==> config.mk <==
export PLATFORM = sky130hd
export DESIGN_NAME = tlbc_layer
export DESIGN_NICKNAME = d
export VERILOG_FILES = /design/src/sv/tlbc_pkg.sv /design/src/sv/tlbc_layer.sv
export SDC_FILE = /design/constraint.sdc
export NUM_CORES = 2
export LEC_CHECK = 0
export BUFFER_PORTS_ARGS = -buffer_cell sky130_fd_sc_hd__buf_2
export CAP_MARGIN = 0
export CORE_MARGIN = 4
export CORE_UTILIZATION = 67
export CTS_BUF_LIST = sky130_fd_sc_hd__clkbuf_2
export DETAILED_ROUTE_END_ITERATION = 8
export PLACE_DENSITY_LB_ADDON = 0.2
export SYNTH_ARGS = -nofsm -noshare
export SYNTH_HDL_FRONTEND = slang
export SYNTH_SLANG_ARGS = --single-unit
==> constraint.sdc <==
create_clock -name clk -period 13.5 [get_ports clk]
set_input_delay 0.675 -clock clk [delete_from_list [all_inputs] [get_ports clk]]
set_output_delay 0.675 -clock clk [all_outputs]
set_load 0.05 [all_outputs]
==> src/sv/tlbc_pkg.sv <==
// Package with constants, mode codes and arithmetic helpers of the blend compositor.
`default_nettype none
package tlbc_pkg;
  localparam int HwLayers = 3;
  localparam int DefaultNumLayers = 3;
  localparam int Channels = 3;

  typedef enum logic [2:0] {
    MODE_NORMAL = 3'd0,
    MODE_MULTIPLY = 3'd1,
    MODE_DARKEN = 3'd2,
    MODE_LIGHTEN = 3'd3,
    MODE_DIFFERENCE = 3'd4,
    MODE_GLOW = 3'd5,
    MODE_OVERLAY = 3'd6
  } mode_t;

  localparam logic [2:0] REG_LAYER0_MODE = 3'd0;
  localparam logic [2:0] REG_LAYER1_MODE = 3'd1;
  localparam logic [2:0] REG_LAYER2_MODE = 3'd2;
  localparam logic [2:0] REG_LAYER0_ALPHA = 3'd3;
  localparam logic [2:0] REG_LAYER1_ALPHA = 3'd4;
  localparam logic [2:0] REG_LAYER2_ALPHA = 3'd5;

  typedef logic [7:0] chan_t;
  typedef chan_t [Channels-1:0] pix_t;

  // Floor of x / 255 for x < 65280 by reciprocal multiply and one correction.
  function automatic chan_t div255(input logic [15:0] x);
    logic [16:0] q;
    logic [16:0] r;
    begin
      q = 17'((32'(x) * 32'd257) >> 16);
      r = 17'(x) - 17'(q[8:0]) * 17'd255;
      if (r >= 17'd255) begin
        q = q + 17'd1;
      end
      div255 = q[7:0];
    end
  endfunction
endpackage
`default_nettype wire

==> src/sv/tlbc_layer.sv <==
// One layer stage: seven pipeline steps, with the glow quotient from a four-step restoring divider.
`default_nettype none
module tlbc_layer
  import tlbc_pkg::*;
(
  input  wire logic clk,
  input  wire logic rst,
  input  wire logic enable,
  input  wire logic [2:0] mode,
  input  wire logic [7:0] alpha,
  input  wire logic in_valid,
  input  wire pix_t fg,
  input  wire pix_t back,
  output logic out_valid,
  output pix_t result
);
  localparam int QW = 16;

  // Step 1 registers: products and operands.
  logic v1;
  pix_t f1, b1;
  logic [Channels-1:0][15:0] fb1, inv1, bb1;
  // Step 2..: glow division lanes, 16 quotient bits over 4 steps of 4 bits.
  logic [3:0] vq;
  pix_t fq [5];
  pix_t bq [5];
  logic [Channels-1:0][15:0] fbq [5];
  logic [Channels-1:0][15:0] invq [5];
  logic [Channels-1:0][15:0] numq [5];
  logic [Channels-1:0][15:0] quoq [5];
  logic [Channels-1:0][8:0] remq [5];
  // Blend result stage.
  logic v6;
  pix_t g6, b6;
  logic [Channels-1:0][15:0] ag6, nb6;
  logic v7;
  pix_t r7;
  mode_t md;

  assign md = mode_t'(mode);

  always_ff @(posedge clk) begin
    if (rst) begin
      v1 <= 1'b0;
      vq <= '0;
      v6 <= 1'b0;
      v7 <= 1'b0;
    end else begin
      v1 <= in_valid;
      vq <= {vq[2:0], v1};
      v6 <= vq[3];
      v7 <= v6;
    end
    f1 <= fg;
    b1 <= back;
    for (int c = 0; c < Channels; c++) begin
      fb1[c] <= 16'(fg[c]) * 16'(back[c]);
      inv1[c] <= 16'(8'd255 - fg[c]) * 16'(8'd255 - back[c]);
      bb1[c] <= 16'(back[c]) * 16'(back[c]);
    end
  end

  always_comb begin
    fq[0] = f1;
    bq[0] = b1;
    fbq[0] = fb1;
    invq[0] = inv1;
    numq[0] = bb1;
    quoq[0] = '0;
    for (int c = 0; c < Channels; c++) begin
      remq[0][c] = '0;
    end
  end

  for (genvar s = 0; s < 4; s++) begin : g_div
    always_ff @(posedge clk) begin
      fq[s+1] <= fq[s];
      bq[s+1] <= bq[s];
      fbq[s+1] <= fbq[s];
      invq[s+1] <= invq[s];
      for (int c = 0; c < Channels; c++) begin
        logic [8:0] r;
        logic [15:0] n;
        logic [15:0] q;
        logic [8:0] d;
        r = remq[s][c];
        n = numq[s][c];
        q = quoq[s][c];
        d = 9'(8'd255 - fq[s][c]);
        for (int k = 0; k < 4; k++) begin
          logic [9:0] t;
          t = {r, n[QW-1]};
          n = {n[QW-2:0], 1'b0};
          if (d != 9'd0 && t >= 10'(d)) begin
            t = t - 10'(d);
            q = {q[QW-2:0], 1'b1};
          end else begin
            q = {q[QW-2:0], 1'b0};
          end
          r = t[8:0];
        end
        remq[s+1][c] <= r;
        numq[s+1][c] <= n;
        quoq[s+1][c] <= q;
      end
    end
  end

  always_ff @(posedge clk) begin
    for (int c = 0; c < Channels; c++) begin
      logic [7:0] f, b, g;
      f = fq[4][c];
      b = bq[4][c];
      case (md)
        MODE_MULTIPLY: g = fbq[4][c][15:8];
        MODE_DARKEN: g = (f < b) ? f : b;
        MODE_LIGHTEN: g = (f > b) ? f : b;
        MODE_DIFFERENCE: g = (f > b) ? f - b : b - f;
        MODE_GLOW: begin
          if (f == 8'd255 || quoq[4][c] > 16'd255) begin
            g = 8'd255;
          end else begin
            g = quoq[4][c][7:0];
          end
        end
        MODE_OVERLAY: begin
          if (f < 8'd128) begin
            g = fbq[4][c][14:7];
          end else begin
            g = 8'd255 - invq[4][c][14:7];
          end
        end
        default: g = f;
      endcase
      g6[c] <= g;
      ag6[c] <= 16'(alpha) * 16'(g);
      nb6[c] <= 16'(8'd255 - alpha) * 16'(b);
    end
    b6 <= bq[4];
    for (int c = 0; c < Channels; c++) begin
      if (enable) begin
        r7[c] <= div255(ag6[c] + nb6[c]);
      end else begin
        r7[c] <= b6[c];
      end
    end
  end

  assign out_valid = v7;
  assign result = r7;

`ifndef SYNTHESIS
  a_lat: assert property (@(posedge clk) disable iff (rst) v1 |-> ##6 v7)
    else $error("layer valid lost");
  a_zero_alpha: assert property (@(posedge clk) disable iff (rst)
    (v6 && enable && alpha == 8'd0) |=> (r7 == $past(b6)))
    else $error("zero alpha changed backdrop");
  a_noinv: assert property (@(posedge clk) disable iff (rst) !v1 |-> ##6 !v7)
    else $error("layer valid invented");
`endif
endmodule
`default_nettype wire

* Word-level counts from Yosys, hierarchy flattened
Index checks and enable logic that the tools add are counted.
Operators by class: order comparisons 63, multiply operators 21, eq/ne operators 9, reductions and logical operators 63, multiplexer cells 117, $add $sub $neg 82
Operator list (number):
- $ge A10 B9 Y1 | 45
- $mux W9 | 45
- $sub A9 B9 Y9 | 42
- $sub A8 B8 Y9 const A | 19
- $mux W8 | 21
- $mul A8 B8 Y16 | 9
- $pmux W8 S6 | 3
- $reduce_bool A9 Y1 | 12
- $mul A16 B9 Y25 const B | 3
- $ge A17 B8 Y1 const B | 3
- $mul A9 B8 Y17 const B | 3
- $sub A16 B17 Y17 | 3
- $add A16 B16 Y16 | 3
- $gt A16 B8 Y1 const B | 3
- $logic_and A1 B1 Y1 | 48
- $mux W1 | 48
- $sub A8 B8 Y8 | 6
- $mul A9 B9 Y15 | 3
- $mul A16 B8 Y16 | 2
- $ge A1 B9 Y1 | 3
- $sub A1 B9 Y9 | 3
- $add A8 B1 Y8 const B | 3
- $eq A8 B8 Y1 const B | 3
- $gt A8 B8 Y1 | 3
- 8 further kinds | 19
Storage, ports and cells: bits in registers 1177, logic and storage cells 464, output and inout port bits 25, bits of input ports 63

* Logic depth before layout (Yosys ltp)
word-level depth 13, mapped depth 45, mapped depth without buffers 43

* Least setup slack after synthesis
No wires, ideal clock.
path type flip-flop to flip-flop, start point reg ag6[16] in the netlist's numbering, end point reg r7 (netlist bit result[12]), cell stages (with the launch flop) 43, slack 3.260 ns, library setup time 0.121 ns, arrival time 10.119 ns, buffers on the path 0, data required time 13.379 ns, period minus slack after synthesis 10.240 ns, cells stage by stage dfxtp_1 > ha_1 > fa_1 > a21o_1 > a21oi_1 > o21bai_1 > a2111oi_0 > or2_2 > xnor2_1 > inv_1 > xnor2_1 > ha_1 > ha_1 > a21o_1 > a21o_1 > a21o_1 > a21o_1 > o2bb2ai_1 > (+7 left out) > fa_1 > inv_1 > fa_1 > inv_1 > fa_1 > inv_1 > ha_1 > a21o_1 > a21o_1 > a21o_1 > a31oi_1 > o21ai_0 > xor2_1 > nor4_1 > nand4_1 > nand4_1 > xnor2_1 > mux2_2
On the way: cells in the longest elaborated chain, start to end 7, elaborated cells on any way between the ends 8, classes of those cells add/sub (3); mul (2); order compare (1); mux (2)
Ends and longest elaborated chain:
- start: declaration | line tlbc_layer.sv:35 | logic [Channels-1:0][15:0] ag6, nb6;
- start signal: indexed assignment | line tlbc_layer.sv:136 | ag6[c] <= 16'(alpha) * 16'(g);
- $add A16 B16 Y16 (*) | line tlbc_layer.sv:142 | r7[c] <= div255(ag6[c] + nb6[c]);
- $mul A16 B9 Y25 | line tlbc_pkg.sv:33 | q = 17'((32'(x) * 32'd257) >> 16);
- $mul A9 B8 Y17 | line tlbc_pkg.sv:34 | r = 17'(x) - 17'(q[8:0]) * 17'd255;
- $sub A16 B17 Y17 | line tlbc_pkg.sv:34
- $ge A17 B8 Y1 | line tlbc_pkg.sv:35 | if (r >= 17'd255) begin
- $mux W8 (*) | line tlbc_pkg.sv:35
- $mux W8 (*) | line tlbc_layer.sv:141 | if (enable) begin
- end signal: indexed assignment | line tlbc_layer.sv:142
- end signal: indexed assignment | line tlbc_layer.sv:144 | r7[c] <= b6[c];
- end: declaration | line tlbc_layer.sv:37 | pix_t r7;
Every way passes the cells marked *; elsewhere a longest branch is shown, timed or not. A chain may end at the register's enable or synchronous reset.

* Worst setup path in the final report
Ends and elaborated chain as after synthesis.

==> impl_metrics.csv <==
group,metric,value,unit
drt,final_antenna_net_count,0,
critical_path,cp_slowest_stage_delay,0.83,ns
place,place_hpwl,144,mm
synth,synth-simple-area-share,13.5,%
drt,drc_errors,0,
global_routing,met3_usage,5.88,%
global_routing,grt_max_degree,74,
hold_path,hold_depth,3,
job,maxCapViolCount,0,
synth,synthAdderAreaFrac,34.2,%
synth,ys.flop_type,"dfxtp_1",
global_routing,grt_pass1_vias,65263,
layout,layout_commonest_cell,"inv_1",
critical_path,cp-start-kind,"flop",
synth,seq_area_frac_synth,23.3,%
layout,area_growth_syn_to_layout,6.50,%
synth,synth_nets,10768,
critical_path,slowest_stage,"xnor2_1",
global_routing,grt_use_total,30.2,%
timing,tightestPinTransition,1.38,ns
timing,final_max_slew_viol_count,0,
global_routing,use_met2,51.4,%
floorplanning,die_x,356,um
global_routing,grt_pass1_wl,316,mm
clock_tree,root_buffer,"clkbuf_2",
timing,fin_crit,11.60,ns
drt,drt_pass1_iterations,5,
clock_tree,htree_levels,4,
global_routing,busiest_layer,"met2",
critical_path,crit_top_cell,"a21o_1",
synth,synth_warnings,0,
timing,setup_viol_count_final,0,
synth,synth.top_cell.area_share,23.3,%
synth,synth-compound-area-share,12.5,%
synth,synth_top_family_by_area,"adder cells",
global_routing,grt_overflow,0,
synth,synth_cell_types,109,
drt,routed_wl,188,mm
place,io_buffers,87,
floorplanning,dieHeight,356,um
drt,via_per_inst,5.70,
global_routing,antenna_found_initial,8,
timing,hold_viol_final,0,
drt,wire_per_inst,17.1,um
synth,synthCells,8898,
synth,synth_largest_area_cell,"dfxtp_1",
critical_path,ff2ff_path_depth,42,
hold_path,hold_path.class,"primary input to flop",
timing,finalSetupTns,0,ns
synth,yosys-top-cells-area,"dfxtp_1 (23%), ha_1 (17%), fa_1 (17%)",
timing,fin_crit_sh,85.9,%
synth,syn_area,81000,sq um
clock_tree,postCtsSetupRepairBufs,0,
clock_tree,clock_latency,1.60,ns
clock_tree,clk_pin_slew,0.11,ns
layout,drive_gt1_share,9.03,%
timing,max-slew-margin-rel,8.24,%
floorplanning,placementRows,127,
critical_path,cp.arrival,13.07,ns
place,place.gp.congestion,0.938,
status,status,"finished, final reports clean",
synth,synthXorXnorAreaFrac,5.82,%
clock_tree,clk_path_buf_depth,3,
critical_path,worstPathMaxFanout,9,
layout,fin_nets,11015,
synth,synth_edf_count,0,
floorplanning,initial_core_util,67.5,%
floorplanning,num_io_pins,88,
floorplanning,core_area,120000,sq um
synth,synthMuxAreaShare,3.54,%
critical_path,path_class,"flop to flop",
global_routing,met1_usage,38.6,%
drt,num_vias,62431,
synth,ys_ff_latch,943,
timing,clock.fmax,0.0862,GHz
timing,rsz0062_at_grt,"no",
critical_path,cp.required,14.97,ns
clock_tree,cts_tree,"built",
floorplanning,dieArea,126000,sq um
critical_path,worstSetupEndpointType,"flop",
clock_tree,cts_made_buffers,228,
synth,synth_area_per_cell,9.10,sq um
drt,drtIter0Drc,3892,
timing,clock_skew,0.104,ns
synth,async_flop_share,0,%
layout,layout_common_cells,"inv_1 (1,310), ha_1 (1,128), dfxtp_1 (943), fa_1 (679), nor2_1 (642)",
clock_tree,clock_sinks,943,
==> worst max-delay path: cells and delay by family (launching register included) <==
| kind | cells | cell delay [ns] |
|---|---|---|
| simple gates | 5 | 1.49 |
| xor+xnor | 5 | 1.50 |
| flops | 1 | 0.32 |
| mux | 1 | 0.27 |
| fa+ha+maj | 9 | 3.78 |
| buf+inv | 6 | 0.64 |
| compound gates | 16 | 3.59 |
==> metrics by stage <==
stage / std cells / util [%] / setup slack (ns) / hold WS, ns / instance area [sq um]
2_1_floorplan: 8898 / - / 3.26 / 0.310 / 81000
3_3_place_gp: 10420 / 69.1 / 2.12 / 0.310 / 82900
3_5_place_dp: 10420 / 69.1 / 1.83 / 0.312 / 82900
4_1_cts: 10935 / 71.8 / 1.87 / 0.0162 / 86200
5_1_grt: 10942 / 71.9 / 0.933 / 0.0197 / 86200
6_report: 10945 / 71.9 / 1.90 / 0.238 / 86200
==> state kept, by name, summed over array words and instances, names as in the netlist <==
signal     count
fb1           27
v6             1
inv1          24
quoq         120
v1             1
fbq          108
result        24
vq             4
numq          54
invq          96
fq            96
remq          81
bb1           45
b6            24
nb6           48
f1            24
out_valid      1
ag6           48
bq            96
b1            21
==> cells by family (layout without fill, tap and decap cells) <==
kind of cell / after synthesis / count (layout)
xor gates and xnor gates: 538 / 538
muxes: 264 / 264
adders and majority gates: 1809 / 1809
and+or+nand+nor: 2223 / 2223
AOI/OAI and AO/OA: 1591 / 1591
buffers and inverters: 1530 / 1955
DFF: 943 / 943
other: 0 / 10
==> Yosys cell counts (10+ instances only) <==
master,number
fa_1,679
inv_1,1310
or2_2,116
a221oi_1,14
o211ai_1,37
a311oi_1,10
a2111oi_0,10
o31ai_1,26
nor4_1,22
o31a_1,11
a21o_1,217
and3_1,29
o221ai_1,17
nor2_1,642
o2111ai_1,12
nor4b_1,11
a21oi_1,505
xnor2_1,356
dfxtp_1,943
nand2_1,539
o21a_1,65
nand4_1,125
ha_1,1128
nand3_1,78
o21bai_1,52
a31oi_1,24
a211oi_1,28
mux2i_1,83
nand3b_1,15
nor3_1,111
clkbuf_1,193
or3_1,28
and2_1,228
a21boi_0,47
o21ai_1,12
nand2b_1,93
a211o_1,14
mux2_2,178
o21ai_0,375
xor2_1,182
nor2b_1,134
==> what timing repair did <==
item,in CTS,in global routing
hold buffers,107,0
hold endpoints to repair,144,0
gates resized for setup,0,0
==> routing by layer <==
metal | vias up | share of wire [%] | wire length, um
li1 | 30175 | - | -
met1 | 30029 | 43 | 80000
met2 | 1820 | 48 | 89300
met3 | 401 | 6.7 | 12600
met4 | 6 | 3.0 | 5620
met5 | - | 0.023 | 43
==> path summary, 6_finish.rpt <==
check                                from          to  slack (ns)
worst max-delay path              ag6[16]  result[12]        1.90
worst min-delay path              back[1]      bb1[2]        0.24
worst max register to register    ag6[16]  result[12]        1.90
worst min register to register  quoq[161]   quoq[117]        0.28
==> layout make-up <==
| cell class | instances | area (sq um) |
|---|---|---|
| timing repair buffer | 224 | 1730 |
| inverter | 1323 | 4970 |
| clock buffer | 322 | 1610 |
| fill | 9190 | 33800 |
| antenna | 10 | 25.0 |
| clock inverter | 86 | 651 |
| multi-input combinational | 6425 | 56300 |
| sequential | 943 | 18900 |
| tap | 1612 | 2020 |
Power is not shown: default switching activity piles up to over one toggle a cycle in this logic, so the estimate is an artifact.
